`src/hdl/mrts_pkg.sv`:
```
// shared constants, codes and types of the multi-rate tick scheduler
`default_nettype none
package mrts_pkg;

  localparam int MAX_TASKS = 8;
  localparam int SLOT_W    = $clog2(MAX_TASKS);
  localparam int CNT_W     = $clog2(MAX_TASKS + 1);
  localparam int PER_W     = 21;
  localparam int RLD_W     = 17;
  localparam int PRIO_W    = 8;
  localparam int CMD_W     = 2;
  localparam int KIND_W    = 3;

  localparam logic [PER_W-1:0] CLOCK_HZ   = PER_W'(1193182);
  localparam logic [RLD_W-1:0] RELOAD_MAX = RLD_W'(17'h10000);

  // request commands
  localparam logic [CMD_W-1:0] CMD_TICK   = 2'd0;
  localparam logic [CMD_W-1:0] CMD_ADD    = 2'd1;
  localparam logic [CMD_W-1:0] CMD_REMOVE = 2'd2;
  localparam logic [CMD_W-1:0] CMD_CLEAR  = 2'd3;

  // result kinds
  localparam logic [KIND_W-1:0] KIND_FIRE    = 3'd0;
  localparam logic [KIND_W-1:0] KIND_ACK     = 3'd1;
  localparam logic [KIND_W-1:0] KIND_CHAIN   = 3'd2;
  localparam logic [KIND_W-1:0] KIND_ADDED   = 3'd3;
  localparam logic [KIND_W-1:0] KIND_FULL    = 3'd4;
  localparam logic [KIND_W-1:0] KIND_REMOVED = 3'd5;
  localparam logic [KIND_W-1:0] KIND_NO_TASK = 3'd6;
  localparam logic [KIND_W-1:0] KIND_CLEARED = 3'd7;

  // classified request as queued between front and back
  typedef struct packed {
    logic [CMD_W-1:0]  cmd;
    logic [PER_W-1:0]  freq;
    logic [PRIO_W-1:0] prio;
    logic [SLOT_W-1:0] slot;
  } req_t;

endpackage
`default_nettype wire

```
`src/hdl/mrts_in_if.sv`:
```
// request channel: valid/ready handshake with request fields
`default_nettype none
interface mrts_in_if;
  logic        valid;
  logic        ready;
  logic [1:0]  cmd;
  logic [20:0] tick_base;
  logic [7:0]  task_priority;
  logic [2:0]  slot;

  modport source (output valid, cmd, tick_base, task_priority, slot, input ready);
  modport sink   (input valid, cmd, tick_base, task_priority, slot, output ready);
endinterface
`default_nettype wire

```
`src/hdl/mrts_out_if.sv`:
```
// result channel: valid/ready handshake with result fields
`default_nettype none
interface mrts_out_if;
  logic        valid;
  logic        ready;
  logic [2:0]  kind;
  logic [2:0]  task_slot;
  logic [20:0] task_period;
  logic [16:0] reload;
  logic        last;

  modport source (output valid, kind, task_slot, task_period, reload, last, input ready);
  modport sink   (input valid, kind, task_slot, task_period, reload, last, output ready);
endinterface
`default_nettype wire

```
`src/hdl/mrts_front.sv`:
```
// front stage: accepts requests, clamps the frequency and holds one request
`default_nettype none
module mrts_front import mrts_pkg::*; (
  input  wire logic clk,
  input  wire logic rst,
  mrts_in_if.sink   in_req,
  output req_t      push_data,
  output logic      push_valid,
  input  wire logic push_ready
);

  logic hold_valid;
  req_t hold;
  req_t classified;

  always_comb begin
    classified.cmd  = in_req.cmd;
    classified.prio = in_req.task_priority;
    classified.slot = in_req.slot;
    // zero counts as one hertz, anything above the clock saturates
    if (in_req.tick_base == '0) begin
      classified.freq = PER_W'(1);
    end else if (in_req.tick_base > CLOCK_HZ) begin
      classified.freq = CLOCK_HZ;
    end else begin
      classified.freq = in_req.tick_base;
    end
  end

  assign in_req.ready = !hold_valid || push_ready;
  assign push_valid   = hold_valid;
  assign push_data    = hold;

  always_ff @(posedge clk) begin
    if (rst) begin
      hold_valid <= 1'b0;
    end else if (in_req.ready) begin
      hold_valid <= in_req.valid;
    end
  end

  always_ff @(posedge clk) begin
    if (in_req.valid && in_req.ready) begin
      hold <= classified;
    end
  end

endmodule
`default_nettype wire

```
`src/hdl/mrts_fifo.sv`:
```
// two-entry request queue between front and back
`default_nettype none
module mrts_fifo import mrts_pkg::*; (
  input  wire logic clk,
  input  wire logic rst,
  input  wire req_t push_data,
  input  wire logic push_valid,
  output logic      push_ready,
  output req_t      pop_data,
  output logic      pop_valid,
  input  wire logic pop_ready
);

  req_t       entry [2];
  logic       wr_ptr;
  logic       rd_ptr;
  logic [1:0] fill;
  logic       do_push;
  logic       do_pop;

  assign push_ready = (fill != 2'd2);
  assign pop_valid  = (fill != 2'd0);
  assign pop_data   = entry[rd_ptr];
  assign do_push    = push_valid && push_ready;
  assign do_pop     = pop_valid && pop_ready;

  always_ff @(posedge clk) begin
    if (rst) begin
      wr_ptr <= 1'b0;
      rd_ptr <= 1'b0;
      fill   <= 2'd0;
    end else begin
      if (do_push) begin
        wr_ptr <= !wr_ptr;
      end
      if (do_pop) begin
        rd_ptr <= !rd_ptr;
      end
      if (do_push && !do_pop) begin
        fill <= fill + 2'd1;
      end else if (do_pop && !do_push) begin
        fill <= fill - 2'd1;
      end
    end
  end

  always_ff @(posedge clk) begin
    if (do_push) begin
      entry[wr_ptr] <= push_data;
    end
  end

endmodule
`default_nettype wire

```
`src/hdl/mrts_div.sv`:
```
// restoring divider: clock rate divided by frequency, one quotient bit a cycle
`default_nettype none
module mrts_div import mrts_pkg::*; (
  input  wire logic             clk,
  input  wire logic             rst,
  input  wire logic             start,
  input  wire logic [PER_W-1:0] divisor,
  output logic                  busy,
  output logic [PER_W-1:0]      quotient
);

  localparam int STEP_W = $clog2(PER_W + 1);

  logic [PER_W-1:0]  dvs;
  logic [PER_W-1:0]  dvd;
  logic [PER_W-1:0]  rem;
  logic [STEP_W-1:0] steps;
  logic [PER_W:0]    trial;
  logic              take;

  assign trial = {rem, dvd[PER_W-1]};
  assign take  = (trial >= {1'b0, dvs});

  always_ff @(posedge clk) begin
    if (rst) begin
      busy  <= 1'b0;
      steps <= '0;
    end else if (start) begin
      busy  <= 1'b1;
      steps <= STEP_W'(PER_W);
    end else if (busy) begin
      steps <= steps - STEP_W'(1);
      if (steps == STEP_W'(1)) begin
        busy <= 1'b0;
      end
    end
  end

  always_ff @(posedge clk) begin
    if (start) begin
      dvs      <= divisor;
      dvd      <= CLOCK_HZ;
      rem      <= '0;
      quotient <= '0;
    end else if (busy) begin
      dvd      <= {dvd[PER_W-2:0], 1'b0};
      rem      <= take ? PER_W'(trial - {1'b0, dvs}) : trial[PER_W-1:0];
      quotient <= {quotient[PER_W-2:0], take};
    end
  end

endmodule
`default_nettype wire

```
`src/hdl/mrts_back.sv`:
```
// back engine: task tables, ordered list, tick walk and result register
`default_nettype none
module mrts_back import mrts_pkg::*; (
  input  wire logic  clk,
  input  wire logic  rst,
  input  wire req_t  pop_data,
  input  wire logic  pop_valid,
  output logic       pop_ready,
  mrts_out_if.source out_res
);

  localparam logic [2:0] S_IDLE = 3'd0;
  localparam logic [2:0] S_TICK = 3'd1;
  localparam logic [2:0] S_ADD  = 3'd2;
  localparam logic [2:0] S_REM  = 3'd3;

  logic [2:0] state;
  req_t       cur;

  // task tables
  logic [MAX_TASKS-1:0] used;
  logic [PER_W-1:0]     per_store  [MAX_TASKS];
  logic [PER_W-1:0]     acc        [MAX_TASKS];
  logic [PRIO_W-1:0]    prio_store [MAX_TASKS];
  logic [SLOT_W-1:0]    order      [MAX_TASKS];
  logic [SLOT_W-1:0]    order_next [MAX_TASKS];
  logic [CNT_W-1:0]     count;
  logic [RLD_W-1:0]     reload;
  logic [15:0]          legacy;

  // walk state
  logic [CNT_W-1:0]  idx;
  logic [CNT_W-1:0]  pos;
  logic              found;
  logic [RLD_W-1:0]  best;
  logic [SLOT_W-1:0] new_slot;

  logic              out_free;
  logic              walk_end;
  logic [SLOT_W-1:0] cur_task;
  logic [PER_W-1:0]  acc_sum;
  logic              fires;
  logic [RLD_W-1:0]  legacy_sum;
  logic [SLOT_W-1:0] free_slot;
  logic              div_start;
  logic              div_busy;
  logic [PER_W-1:0]  div_q;
  logic [RLD_W-1:0]  add_reload;
  logic              commit_add;
  logic              commit_rem;
  logic              res_load;

  assign out_free   = !out_res.valid || out_res.ready;
  assign walk_end   = (idx == count);
  assign cur_task   = order[idx[SLOT_W-1:0]];
  assign acc_sum    = acc[cur_task] + PER_W'(reload);
  assign fires      = (acc_sum >= per_store[cur_task]);
  assign legacy_sum = RLD_W'(legacy) + reload;
  assign pop_ready  = (state == S_IDLE) && out_free;
  assign div_start  = (state == S_IDLE) && pop_valid && out_free
                      && (pop_data.cmd == CMD_ADD) && !count[CNT_W-1];
  assign add_reload = (div_q < PER_W'(reload)) ? RLD_W'(div_q) : reload;
  assign commit_add = (state == S_ADD) && walk_end && !div_busy && out_free;
  assign commit_rem = (state == S_REM) && walk_end && out_free;

  // a new result is loaded into the output register this cycle
  always_comb begin
    res_load = 1'b0;
    unique case (state)
      S_IDLE: begin
        if (pop_valid && out_free) begin
          unique case (pop_data.cmd)
            CMD_ADD:    res_load = count[CNT_W-1];
            CMD_REMOVE: res_load = !used[pop_data.slot];
            CMD_CLEAR:  res_load = 1'b1;
            default:    res_load = 1'b0;
          endcase
        end
      end
      S_TICK:  res_load = out_free && (walk_end || fires);
      S_ADD:   res_load = commit_add;
      S_REM:   res_load = commit_rem;
      default: res_load = 1'b0;
    endcase
  end

  // lowest free slot
  always_comb begin
    free_slot = '0;
    for (int k = MAX_TASKS - 1; k >= 0; k--) begin
      if (!used[k]) begin
        free_slot = SLOT_W'(k);
      end
    end
  end

  // list insert and unlink, each entry taking a neighbor or staying
  always_comb begin
    for (int j = 0; j < MAX_TASKS; j++) begin
      order_next[j] = order[j];
      if (commit_add) begin
        if (CNT_W'(j) == pos) begin
          order_next[j] = new_slot;
        end else if (CNT_W'(j) > pos && CNT_W'(j) <= count && j > 0) begin
          order_next[j] = order[(j + MAX_TASKS - 1) % MAX_TASKS];
        end
      end else if (commit_rem) begin
        if (CNT_W'(j) >= pos && CNT_W'(j + 1) < count && j + 1 < MAX_TASKS) begin
          order_next[j] = order[(j + 1) % MAX_TASKS];
        end
      end
    end
  end

  mrts_div u_div (
    .clk      (clk),
    .rst      (rst),
    .start    (div_start),
    .divisor  (pop_data.freq),
    .busy     (div_busy),
    .quotient (div_q)
  );

  always_ff @(posedge clk) begin
    for (int j = 0; j < MAX_TASKS; j++) begin
      order[j] <= order_next[j];
    end
  end

  // control state
  always_ff @(posedge clk) begin
    if (rst) begin
      state         <= S_IDLE;
      used          <= '0;
      count         <= '0;
      reload        <= RELOAD_MAX;
      legacy        <= '0;
      out_res.valid <= 1'b0;
    end else begin
      out_res.valid <= res_load || (out_res.valid && !out_res.ready);
      unique case (state)
        S_IDLE: begin
          if (pop_valid && out_free) begin
            unique case (pop_data.cmd)
              CMD_TICK: begin
                state <= S_TICK;
              end
              CMD_ADD: begin
                if (!count[CNT_W-1]) begin
                  state <= S_ADD;
                end
              end
              CMD_REMOVE: begin
                if (used[pop_data.slot]) begin
                  state <= S_REM;
                end
              end
              CMD_CLEAR: begin
                used   <= '0;
                count  <= '0;
                reload <= RELOAD_MAX;
                legacy <= '0;
              end
              default: ;
            endcase
          end
        end
        S_TICK: begin
          if (out_free && walk_end) begin
            legacy <= legacy_sum[15:0];
            state  <= S_IDLE;
          end
        end
        S_ADD: begin
          if (commit_add) begin
            used[new_slot] <= 1'b1;
            count          <= count + CNT_W'(1);
            reload         <= add_reload;
            state          <= S_IDLE;
          end
        end
        S_REM: begin
          if (commit_rem) begin
            used[cur.slot] <= 1'b0;
            count          <= count - CNT_W'(1);
            reload         <= best;
            state          <= S_IDLE;
          end
        end
        default: state <= S_IDLE;
      endcase
    end
  end

  // payload, tables and walk registers
  always_ff @(posedge clk) begin
    unique case (state)
      S_IDLE: begin
        if (pop_valid && out_free) begin
          cur      <= pop_data;
          idx      <= '0;
          pos      <= count;
          found    <= 1'b0;
          best     <= RELOAD_MAX;
          new_slot <= free_slot;
          out_res.task_slot   <= '0;
          out_res.task_period <= '0;
          out_res.reload      <= (pop_data.cmd == CMD_CLEAR) ? RELOAD_MAX : reload;
          out_res.last        <= 1'b1;
          unique case (pop_data.cmd)
            CMD_ADD:    out_res.kind <= KIND_FULL;
            CMD_REMOVE: out_res.kind <= KIND_NO_TASK;
            CMD_CLEAR:  out_res.kind <= KIND_CLEARED;
            default:    out_res.kind <= KIND_ACK;
          endcase
        end
      end
      S_TICK: begin
        if (out_free) begin
          out_res.task_period <= '0;
          out_res.reload      <= reload;
          if (!walk_end) begin
            idx <= idx + CNT_W'(1);
            if (fires) begin
              acc[cur_task]     <= acc_sum - per_store[cur_task];
              out_res.kind      <= KIND_FIRE;
              out_res.task_slot <= cur_task;
              out_res.last      <= 1'b0;
            end else begin
              acc[cur_task] <= acc_sum;
            end
          end else begin
            out_res.kind      <= legacy_sum[16] ? KIND_CHAIN : KIND_ACK;
            out_res.task_slot <= '0;
            out_res.last      <= 1'b1;
          end
        end
      end
      S_ADD: begin
        if (!walk_end) begin
          idx <= idx + CNT_W'(1);
          // new task goes ahead of the first one with equal or larger key
          if (!found && cur.prio <= prio_store[cur_task]) begin
            found <= 1'b1;
            pos   <= idx;
          end
        end else if (commit_add) begin
          per_store[new_slot]  <= div_q;
          acc[new_slot]        <= '0;
          prio_store[new_slot] <= cur.prio;
          out_res.kind         <= KIND_ADDED;
          out_res.task_slot    <= new_slot;
          out_res.task_period  <= div_q;
          out_res.reload       <= add_reload;
          out_res.last         <= 1'b1;
        end
      end
      S_REM: begin
        if (!walk_end) begin
          idx <= idx + CNT_W'(1);
          if (cur_task == cur.slot) begin
            pos <= idx;
          end else if (per_store[cur_task] < PER_W'(best)) begin
            best <= RLD_W'(per_store[cur_task]);
          end
        end else if (commit_rem) begin
          out_res.kind        <= KIND_REMOVED;
          out_res.task_slot   <= cur.slot;
          out_res.task_period <= '0;
          out_res.reload      <= best;
          out_res.last        <= 1'b1;
        end
      end
      default: ;
    endcase
  end

endmodule
`default_nettype wire

```
`src/hdl/multi_rate_tick_task_scheduler_core.sv`:
```
// top level of the multi-rate tick task scheduler
`default_nettype none
// Keeps up to eight periodic tasks in priority order and steps them on each
// timer tick request. The front stage takes a request, clamps the frequency
// and hands it through a two-entry queue to the back engine, so requests keep
// flowing in while the engine works or waits on a stalled result. In the
// engine, a tick walks the ordered list task by task, pausing whenever the
// result side stalls; an add runs the 21-step restoring divider that forms
// the period and finds the list position alongside it; a remove walks the
// list to find the entry and the new smallest period; clear, full and
// unknown-slot requests are answered straight from idle without a walk. Each
// request yields one or more results, the final one marked by last.
module multi_rate_tick_task_scheduler_core import mrts_pkg::*; (
  input  wire logic  clk,
  input  wire logic  rst,
  mrts_in_if.sink    in_req,
  mrts_out_if.source out_res
);

  // queue between front and back
  req_t push_data;
  logic push_valid;
  logic push_ready;
  req_t pop_data;
  logic pop_valid;
  logic pop_ready;

  // front: accept and classify
  mrts_front u_front (
    .clk        (clk),
    .rst        (rst),
    .in_req     (in_req),
    .push_data  (push_data),
    .push_valid (push_valid),
    .push_ready (push_ready)
  );

  // short queue so each side can stall on its own
  mrts_fifo u_fifo (
    .clk        (clk),
    .rst        (rst),
    .push_data  (push_data),
    .push_valid (push_valid),
    .push_ready (push_ready),
    .pop_data   (pop_data),
    .pop_valid  (pop_valid),
    .pop_ready  (pop_ready)
  );

  // back: tables, list walk, divider and result register
  mrts_back u_back (
    .clk       (clk),
    .rst       (rst),
    .pop_data  (pop_data),
    .pop_valid (pop_valid),
    .pop_ready (pop_ready),
    .out_res   (out_res)
  );

endmodule
`default_nettype wire
```
`src/flat_wrapper.sv`:
```
// flat-port wrapper written by rule: the top's interface ports become plain ports
module multi_rate_tick_task_scheduler_core_flat import mrts_pkg::*;
  (clk, rst, in_req_valid, in_req_cmd, in_req_tick_base, in_req_task_priority, in_req_slot, in_req_ready, out_res_valid, out_res_kind, out_res_task_slot, out_res_task_period, out_res_reload, out_res_last, out_res_ready);
  mrts_in_if in_req_i ();
  mrts_out_if out_res_i ();
  input  wire logic clk;
  input  wire logic rst;
  input wire logic [$bits(in_req_i.valid)-1:0] in_req_valid;
  input wire logic [$bits(in_req_i.cmd)-1:0] in_req_cmd;
  input wire logic [$bits(in_req_i.tick_base)-1:0] in_req_tick_base;
  input wire logic [$bits(in_req_i.task_priority)-1:0] in_req_task_priority;
  input wire logic [$bits(in_req_i.slot)-1:0] in_req_slot;
  output wire logic [$bits(in_req_i.ready)-1:0] in_req_ready;
  output wire logic [$bits(out_res_i.valid)-1:0] out_res_valid;
  output wire logic [$bits(out_res_i.kind)-1:0] out_res_kind;
  output wire logic [$bits(out_res_i.task_slot)-1:0] out_res_task_slot;
  output wire logic [$bits(out_res_i.task_period)-1:0] out_res_task_period;
  output wire logic [$bits(out_res_i.reload)-1:0] out_res_reload;
  output wire logic [$bits(out_res_i.last)-1:0] out_res_last;
  input wire logic [$bits(out_res_i.ready)-1:0] out_res_ready;
  assign in_req_i.valid = in_req_valid;
  assign in_req_i.cmd = in_req_cmd;
  assign in_req_i.tick_base = in_req_tick_base;
  assign in_req_i.task_priority = in_req_task_priority;
  assign in_req_i.slot = in_req_slot;
  assign in_req_ready = in_req_i.ready;
  assign out_res_valid = out_res_i.valid;
  assign out_res_kind = out_res_i.kind;
  assign out_res_task_slot = out_res_i.task_slot;
  assign out_res_task_period = out_res_i.task_period;
  assign out_res_reload = out_res_i.reload;
  assign out_res_last = out_res_i.last;
  assign out_res_i.ready = out_res_ready;
  multi_rate_tick_task_scheduler_core u_core (.clk(clk), .rst(rst), .in_req(in_req_i), .out_res(out_res_i));
endmodule
```
`config.mk`:
```
export PLATFORM = sky130hd
export DESIGN_NAME = multi_rate_tick_task_scheduler_core_flat
export DESIGN_NICKNAME = d
export VERILOG_FILES = /design/src/hdl/mrts_pkg.sv /design/src/hdl/mrts_in_if.sv /design/src/hdl/mrts_out_if.sv /design/src/hdl/mrts_front.sv /design/src/hdl/mrts_fifo.sv /design/src/hdl/mrts_div.sv /design/src/hdl/mrts_back.sv /design/src/hdl/multi_rate_tick_task_scheduler_core.sv /design/src/flat_wrapper.sv
export SDC_FILE = /design/constraint.sdc
export NUM_CORES = 1
export LEC_CHECK = 0
export BUFFER_PORTS_ARGS = -buffer_cell sky130_fd_sc_hd__buf_2
export CAP_MARGIN = 20
export CORE_UTILIZATION = 55
export CTS_BUF_LIST = sky130_fd_sc_hd__clkbuf_16
export CTS_CLUSTER_DIAMETER = 60
export DETAILED_ROUTE_END_ITERATION = 12
export PLACE_DENSITY = 0.71
export SYNTH_ARGS = -nofsm -noshare
export SYNTH_HDL_FRONTEND = slang
export SYNTH_SLANG_ARGS = --single-unit
```
`constraint.sdc`:
```
create_clock -name clk -period 18.3 [get_ports clk]
set_clock_uncertainty 0.15 [all_clocks]
set_input_delay 0.915 -clock clk [delete_from_list [all_inputs] [get_ports clk]]
set_output_delay 0.915 -clock clk [all_outputs]
set_load 0.005 [all_outputs]
```
==> results of run 1 <==
## flip-flops by register name (all words and copies together) (netlist names), 11 cells and up, named ones only
name / flops
u_core.u_back.acc: 168
u_core.u_back.per_store: 168
u_core.u_fifo.entry: 68
u_core.u_back.prio_store: 64
u_core.u_front.push_data: 34
u_core.u_back.order: 24
u_core.u_back.out_res.task_period: 21
u_core.u_back.u_div.dvs: 21
u_core.u_back.u_div.quotient: 21
u_core.u_back.u_div.rem: 21
u_core.u_back.u_div.dvd: 20
u_core.u_back.best: 17
u_core.u_back.out_res.reload: 17
u_core.u_back.reload: 17
u_core.u_back.legacy: 16
u_core.u_back.cur: 11
## routing by layer
| layer | vias up | share of wire, % |
|---|---|---|
| li1 | 11200 | - |
| met3 | 151 | 7.7 |
| met4 | 2 | 2.8 |
| met5 | - | 0.015 |
| met2 | 1060 | 47 |
| met1 | 12100 | 43 |
## worst max-delay path, stage by stage, from the launching register on
cell      delay (ns)
dfxtp_1         0.56
mux4_2          0.64
mux2i_4         0.16
buf_4           0.46
buf_4           0.77
nand2_1         0.11
and3_1          0.20
a31oi_1         0.13
mux2_2          0.21
ha_1            0.25
a211oi_1        0.33
o211ai_1        0.20
a311oi_1        0.43
a21oi_1         0.21
a311oi_1        0.54
nor2_1          0.10
a211oi_1        0.35
xor2_1          0.24
ha_1            0.32
a21o_1          0.21
a21o_1          0.16
a21oi_1         0.13
a31oi_1         0.09
o21ai_0         0.21
a211o_1         0.13
and3_1          0.42
nand2_4         0.26
a211oi_1        0.79
## kinds of logic after synthesis
logic type | Yosys count | synth area share, %
AOI/OAI and AO/OA | 550 | 10.2
xor gates and xnor gates | 75 | 1.86
adders and majority gates | 131 | 4.73
buffers and inverters | 283 | 3.12
DFF | 757 | 60.9
muxes | 192 | 6.05
and+or+nand+nor | 1029 | 13.1
## cell usage in the layout (no fill, tap or decap), types with 82 or more instances in the layout
| cell | n |
|---|---|
| ha_1 | 127 |
| edfxtp_1 | 632 |
| nand2_1 | 494 |
| inv_1 | 138 |
| buf_2 | 84 |
| dfxtp_1 | 122 |
| clkbuf_16 | 82 |
| mux2i_1 | 124 |
| nor2_1 | 163 |
| nand3_1 | 111 |
| a21oi_1 | 117 |
## how the worst max path moves through the flow
stage / cells past startpoint / endpoint / from / slack, ns
after CTS: 27 / u_core.u_back.acc[7][1] / flip-flop / 9.29
after global placement: 27 / u_core.u_back.acc[2][1] / flip-flop / 9.58
after floorplan: 32 / u_core.u_back.acc[0][1] / flip-flop / 10.81
final: 27 / u_core.u_back.acc[7][1] / flip-flop / 9.15
after detailed placement: 27 / u_core.u_back.acc[2][1] / flip-flop / 9.34
after global routing: 27 / u_core.u_back.acc[4][1] / flip-flop / 8.70
## power by group through the flow
| stage | clock, µW | sequential [µW] | combinational, µW |
|---|---|---|---|
| after floorplan | 0 | 2930 | 2700 |
| after global placement | 0 | 3030 | 3580 |
| after detailed placement | 0 | 3040 | 3720 |
| after CTS | 1690 | 3010 | 3750 |
| after global routing | 1750 | 3050 | 4150 |
| final | 1670 | 3020 | 3800 |
## cell type report
| class | instances | area, µm² |
|---|---|---|
| Clock buffer | 82 | 2050 |
| Clock inverter | 64 | 688 |
| Fill cell | 4781 | 23900 |
| Inverter | 126 | 473 |
| Multi-Input combinational cell | 1977 | 12900 |
| Sequential cell | 757 | 21500 |
| Tap cell | 846 | 1060 |
| Timing Repair Buffer | 121 | 706 |
## stage by stage
stage / setup slack (ns) / util (%) / area [µm²] / hold WS, ns / instances
6_report: 9.15 / 62.2 / 39300 / 0.293 / 3973
5_1_grt: 8.70 / 62.2 / 39300 / 0.282 / 3973
4_1_cts: 9.29 / 62.2 / 39300 / 0.264 / 3972
3_5_place_dp: 9.34 / 57.9 / 36600 / 0.284 / 3826
3_3_place_gp: 9.58 / 57.9 / 36600 / 0.272 / 3825
2_1_floorplan: 10.81 / - / 35300 / 0.271 / 3017
==> reports/summary.txt, run 1 <==
=========================================================================================
Antenna violation net count after detailed routing                                      0
Number of failing hold endpoints at the final stage                                     0
Unrepaired setup endpoints after global routing                                     false
Switching component of the power                                                  3430 µW
Total iterations of the first detailed-routing run                                      6
Count of final max-slew check failures                                                  0
Count of buffers inserted at the top-level ports                                       84
Number of enable flip-flop cells after synthesis                                      632
CTS tree                                                                              yes
Cell taking the most area after synthesis                                        edfxtp_1
Average instance area after synthesis                                            11.7 µm²
Fraction of the cycle the final worst path needs                                    50.0%
Power, Total                                                                      8490 µW
Overall track demand over capacity in global routing                                27.1%
Number of setup violations in the final report                                          0
Sequential element share of the synthesized area                                    60.9%
Fin crit period                                                                   9.15 ns
Die height                                                                         255 µm
Core region area                                                               0.0632 mm²
Reg-to-reg setup timing slack                                                     9.15 ns
Maximum vdd ir drop                                                              0.149 mV
Number of instances on the worst hold path                                              0
Remaining global-route overflow                                                         0
Cell leakage power                                                              0.0147 µW
Crit Reg-Reg Endpoint                                                        u_core.u_back.acc[7][1]
Largest driver fanout on the critical path                                             81
Total negative slack                                                                 0 ns
Final GP Congestion                                                                 0.910
Antenna Diode Count                                                                     0
Post-CTS sizing                                                                         0
Critical Path Source Type                                                       flip-flop
Internal Pwr Total                                                                5060 µW
Power per cell area                                                            216 mW/mm²
Maximum clock path buffer count                                                         3
Worst hold path class                                                          reg -> reg
Combinational fraction of design power                                              44.8%
Hold-critical path endpoint                                                  u_core.u_fifo.entry[0][25]
Status                                                                       complete, no violations
Syn Inst Count                                                                       3017
Clk slew on worst S/H paths                                                       0.06 ns
Yosys warnings                                                                          0
Number of nets at the end of the flow                                                3230
Proportion of register bits with asynchronous set or reset after synthesis             0%
Met2 layer usage reported by global route                                           43.1%
Slew at the pin with the worst max-slew slack                                     1.12 ns
Share of total power in sequential cells                                            35.5%
Final wirelength                                                                 87700 µm
CTS root buffer                                                                 clkbuf_16
Top cells by area in the synthesized netlist                                 edfxtp_1 54%, dfxtp_1 7.1%, nand2_1 5.3%, ha_1 4.5%, mux2i_1 3.6%
Critical hold path startpoint                                                u_core.u_front.push_data[25]
Horizontal extent of the die                                                       255 µm
Number of hold buffers added after CTS                                                  0
GRT Max-Usage Layer                                                                  met2
Synthesized Nets                                                                     3186
Cell with the most instances after synthesis                                     edfxtp_1
Routed len/inst                                                                   22.1 µm
Max H-tree Level                                                                        3
Die Footprint                                                                  0.0651 mm²
Clock latency on the worst-skew pair                                              0.65 ns
Req. time, crit path                                                             18.46 ns
Kind of capture point of the worst setup path                                   flip-flop
Mean number of vias per cell                                                         6.15
Layout cell share with drive strength beyond 1                                      10.7%
Met1 track utilization from global routing                                          37.8%
Normalized max-slew margin                                                          25.1%
DRC violation count after routing                                                       0
Most used standard cells in the synthesized netlist                          632 x edfxtp_1, 494 x nand2_1, 176 x nor2_1, 128 x clkbuf_1, 127 x ha_1
Pin count of the biggest net entering global routing                                  120
Estimated wirelength of the detail-placed design                                 55100 µm
FP Rows                                                                                92
Relative area change from synthesis to final layout                                 11.5%
Number of global-route vias before repair                                           23.5k
Netlist area before placement                                                  0.0353 mm²
Clock share of power                                                                19.6%
Number of violations of the max-capacitance limit                                       0
Wire length of the first global-routing pass                                    134000 µm
CTS Buf Count                                                                          78
Number of antenna violations at the first check in global routing                       2
Synth top area share                                                                53.8%
Flip-flop and latch count after synthesis                                             757
Logic depth of the worst register-to-register path                                     27
Net switching fraction of the power                                                 40.4%
Highest achievable clock rate                                                   0.109 GHz
Most frequently used flop master after synthesis                                 edfxtp_1
Post-CTS setup-driven buffer insertion count                                            0
Starting density of the core                                                        55.8%
Synth unique cells                                                                     76
Met3 layer usage reported by global route                                           4.07%
IO Pins                                                                                85
Type of the setup path with the least slack                                    reg -> reg
Clock sink count                                                                      757
Arr. time, crit path                                                              9.31 ns
Iter 0 DRT Violations                                                                2490
Detailed-route via count                                                            24.4k
=========================================================================================
No activity file was read; power rests on OpenSTA's default activity.
==> inputs of run 2 (changes only) <==
ABC_AREA = 1   (was default)
clock period = 9.1 ns   (was 18.3 ns; I/O delays follow)
==> reports/summary.txt, run 2 <==
=========================================================================================
Status                                                                       complete, no violations
CTS tree                                                                              yes
Antenna Diode Count                                                                     0   unchanged
Clock latency on the worst-skew pair                                              0.63 ns   -0.02 ns
Total iterations of the first detailed-routing run                                      6   unchanged
Detailed-route via count                                                            26.1k   +6.8%
Synthesized Nets                                                                     3663   +15%
Average instance area after synthesis                                            10.2 µm²   -12%
Syn Inst Count                                                                       3494   +16%
Slew at the pin with the worst max-slew slack                                     1.07 ns   -0.0524 ns
Largest stage delay on the critical path                                          0.64 ns   -0.15 ns
Registers with the most flip-flops                                           u_core.u_back.acc (168), u_core.u_back.per_store (168), u_core.u_fifo.entry (68)
Crit path buf inv count                                                                 7   +5
Number of global-route vias before repair                                           24.6k   +4.5%
Worst hold path class                                                           in -> reg
Largest driver fanout on the critical path                                             70   -14%
Estimated wirelength of the detail-placed design                                 57500 µm   +4.3%
Cell with the most instances after synthesis                                     edfxtp_1
Netlist area before placement                                                  0.0357 mm²   +1.4%
Routed len/inst                                                                   20.0 µm   -9.3%
Fin crit period                                                                   7.98 ns   -1.17 ns
Arr. time, crit path                                                              8.20 ns   -1.11 ns
Normalized max-slew margin                                                          28.4%   +3.3 points
Post-CTS setup-driven buffer insertion count                                            0   unchanged
Synth top area share                                                                53.1%   -0.73 points
CTS Buf Count                                                                          77   -1.3%
Fill cells                                                                           5174   +8.2%
Crit Reg-Reg Endpoint                                                        u_core.u_back.acc[6][9]
Count of final max-slew check failures                                                  0   unchanged
Proportion of register bits with asynchronous set or reset after synthesis             0%   unchanged
Top cells by area in the synthesized netlist                                 edfxtp_1 53%, dfxtp_1 7.0%, nand2_1 6.0%, ha_1 4.4%, o21ai_0 4.2%
Clock sink count                                                                      757   unchanged
Most used standard cells in the synthesized netlist                          632 x edfxtp_1, 568 x nand2_1, 358 x inv_1, 333 x nor2_1, 298 x o21ai_0
Starting density of the core                                                        55.6%   -0.25 points
Maximum clock path buffer count                                                         3   unchanged
Crit path depth                                                                        33   +22%
Iter 0 DRT Violations                                                                2936   +18%
Total negative slack                                                                 0 ns   unchanged
Yosys warnings                                                                          0   unchanged
Pin count of the biggest net entering global routing                                   84   -30%
Kind of capture point of the worst setup path                                   flip-flop
Synth unique cells                                                                     58   -24%
Mean number of vias per cell                                                         5.82   -5.4%
Clk slew on worst S/H paths                                                       0.06 ns   about the same
Slowest library cell on the worst path                                            dfxtp_1
Critical path endpoint                                                       u_core.u_back.acc[6][9]
Unrepaired setup endpoints after global routing                                     false
Type of the setup path with the least slack                                    reg -> reg
Number of setup violations in the final report                                          0   unchanged
Cell taking the most area after synthesis                                        edfxtp_1
Final GP Congestion                                                                 0.957   +5.1%
Fraction of the cycle the final worst path needs                                    87.7%   +38 points
Most frequent cells in the layout                                            632 x edfxtp_1, 566 x nand2_1, 376 x inv_1
Relative area change from synthesis to final layout                                 11.5%   about the same
Antenna violation net count after detailed routing                                      0   unchanged
Die height                                                                         257 µm   +0.68%
Most frequent cell on the critical path                                             inv_1
Reg-to-reg setup timing slack                                                     1.12 ns   -8.03 ns
Critical Path Source Type                                                       flip-flop
DRC violation count after routing                                                       0   unchanged
CP delay by family, top                                                      simple AND/OR/NAND/NOR gates
FP Rows                                                                                93   +1.1%
Number of enable flip-flop cells after synthesis                                      632   unchanged
Highest achievable clock rate                                                   0.125 GHz   +15%
Horizontal extent of the die                                                       257 µm   +0.68%
Number of nets at the end of the flow                                                3737   +16%
Wire length of the first global-routing pass                                    139000 µm   +3.8%
Logic depth of the worst register-to-register path                                     33   +22%
CTS root buffer                                                                 clkbuf_16
Remaining global-route overflow                                                         0   unchanged
Req. time, crit path                                                              9.32 ns   -9.14 ns
Sequential element share of the synthesized area                                    60.1%   -0.82 points
Number of antenna violations at the first check in global routing                       0   -2
Core region area                                                               0.0643 mm²   +1.8%
Overall track demand over capacity in global routing                                27.0%   -0.069 points
Number of failing hold endpoints at the final stage                                     0   unchanged
Number of violations of the max-capacitance limit                                       0   unchanged
IO Pins                                                                                85   unchanged
Most frequently used flop master after synthesis                                 edfxtp_1
Count of buffers inserted at the top-level ports                                       84   unchanged
Die Footprint                                                                  0.0660 mm²   +1.4%
Final wirelength                                                                 89800 µm   +2.4%
Most common library cell in the layout ignoring fill and taps                    edfxtp_1
Flip-flop and latch count after synthesis                                             757   unchanged
Max H-tree Level                                                                        3   unchanged
Layout cell share with drive strength beyond 1                                      9.56%   -1.2 points
=========================================================================================
==> run 2: cell count changes in the layout (fill, tap and decap cells not counted), sizes merged, moves of 38 or more <==
cell / before / now
inv: 149 / 390
o21ai: 135 / 325
a21oi: 117 / 297
nor2: 176 / 338
mux2i: 128 / 0
nand2: 495 / 572
and3: 58 / 0
a311oi: 50 / 2
o22ai: 6 / 47
a221oi: 0 / 38
==> run 2: per-stage QoR <==
| step | cell area, µm² | util (%) | cells | hold slack, ns | setup slack (ns) |
|---|---|---|---|---|---|
| 6_report | 39900 | 62.0 | 4485 | 0.0441 | 1.12 |
| 5_1_grt | 39900 | 62.0 | 4485 | 0.0384 | 0.305 |
| 4_1_cts | 39800 | 61.8 | 4481 | 0.0175 | 1.14 |
| 3_5_place_dp | 37000 | 57.5 | 4313 | 0.282 | 1.16 |
| 3_3_place_gp | 37000 | 57.5 | 4313 | 0.274 | 1.45 |
| 2_1_floorplan | 35700 | - | 3494 | 0.271 | 2.95 |
==> run 2: what timing repair did <==
| item | CTS | global route |
|---|---|---|
| hold endpoints to repair | 27 | 0 |
| hold buffers | 27 | 0 |
| endpoints found under the setup margin | 0 | 0 |
| resized for setup | 0 | 0 |
==> run 2: how the worst min path moves through the flow <==
| stage | start | to | cells after the start |
|---|---|---|---|
| floorplan | u_core.u_front.push_data[0] | u_core.u_fifo.entry[0][0] | 0 |
| global placement | u_core.u_front.push_data[31] | u_core.u_fifo.entry[0][31] | 0 |
| detailed placement | u_core.u_front.push_data[0] | u_core.u_fifo.entry[1][0] | 0 |
| CTS | in_req_tick_base[15] | u_core.u_front.push_data[26] | 3 |
| global route | in_req_tick_base[15] | u_core.u_front.push_data[26] | 3 |
| finish | in_req_tick_base[15] | u_core.u_front.push_data[26] | 3 |
==> run 2: cell type report <==
type / count / area [µm²] / area share [%]
clock inverters: 62 / 563 / 1.41
multi-input cells: 2214 / 12400 / 31.0
flip-flops and latches: 757 / 21500 / 53.9
repair buffers: 150 / 1030 / 2.58
clock buffers: 79 / 1980 / 4.96
well taps: 855 / 1070 / 2.68
inverters: 368 / 1390 / 3.48
==> run 2: logic make-up after synthesis <==
kind of cell	after synthesis	synth area share (%)
DFF	757	60.1
muxes	31	0.977
and+or+nand+nor	1127	13.1
AOI/OAI and AO/OA	866	13.9
buffers and inverters	523	5.82
xor gates and xnor gates	59	1.45
adders and majority gates	131	4.67
==> run 2: per-layer routing <==
| metal | up-vias | part of all wire (%) | GRT usage (%) |
|---|---|---|---|
| met5 | - | 0 | 0 |
| met4 | 0 | 2.1 | 7.13 |
| met3 | 137 | 7.5 | 3.44 |
| met2 | 1065 | 46 | 43.3 |
| met1 | 12500 | 44 | 39.0 |
| li1 | 12400 | - | - |
==> run 2: tightest hold or removal path, stage by stage <==
cell and delay, ns:
buf_2 0.10, inv_1 0.04, nor2_1 0.05
Power of run 2 is left out: the tool's default activity adds up to more than one toggle a clock period on the data nets, which glitch-free logic cannot reach.
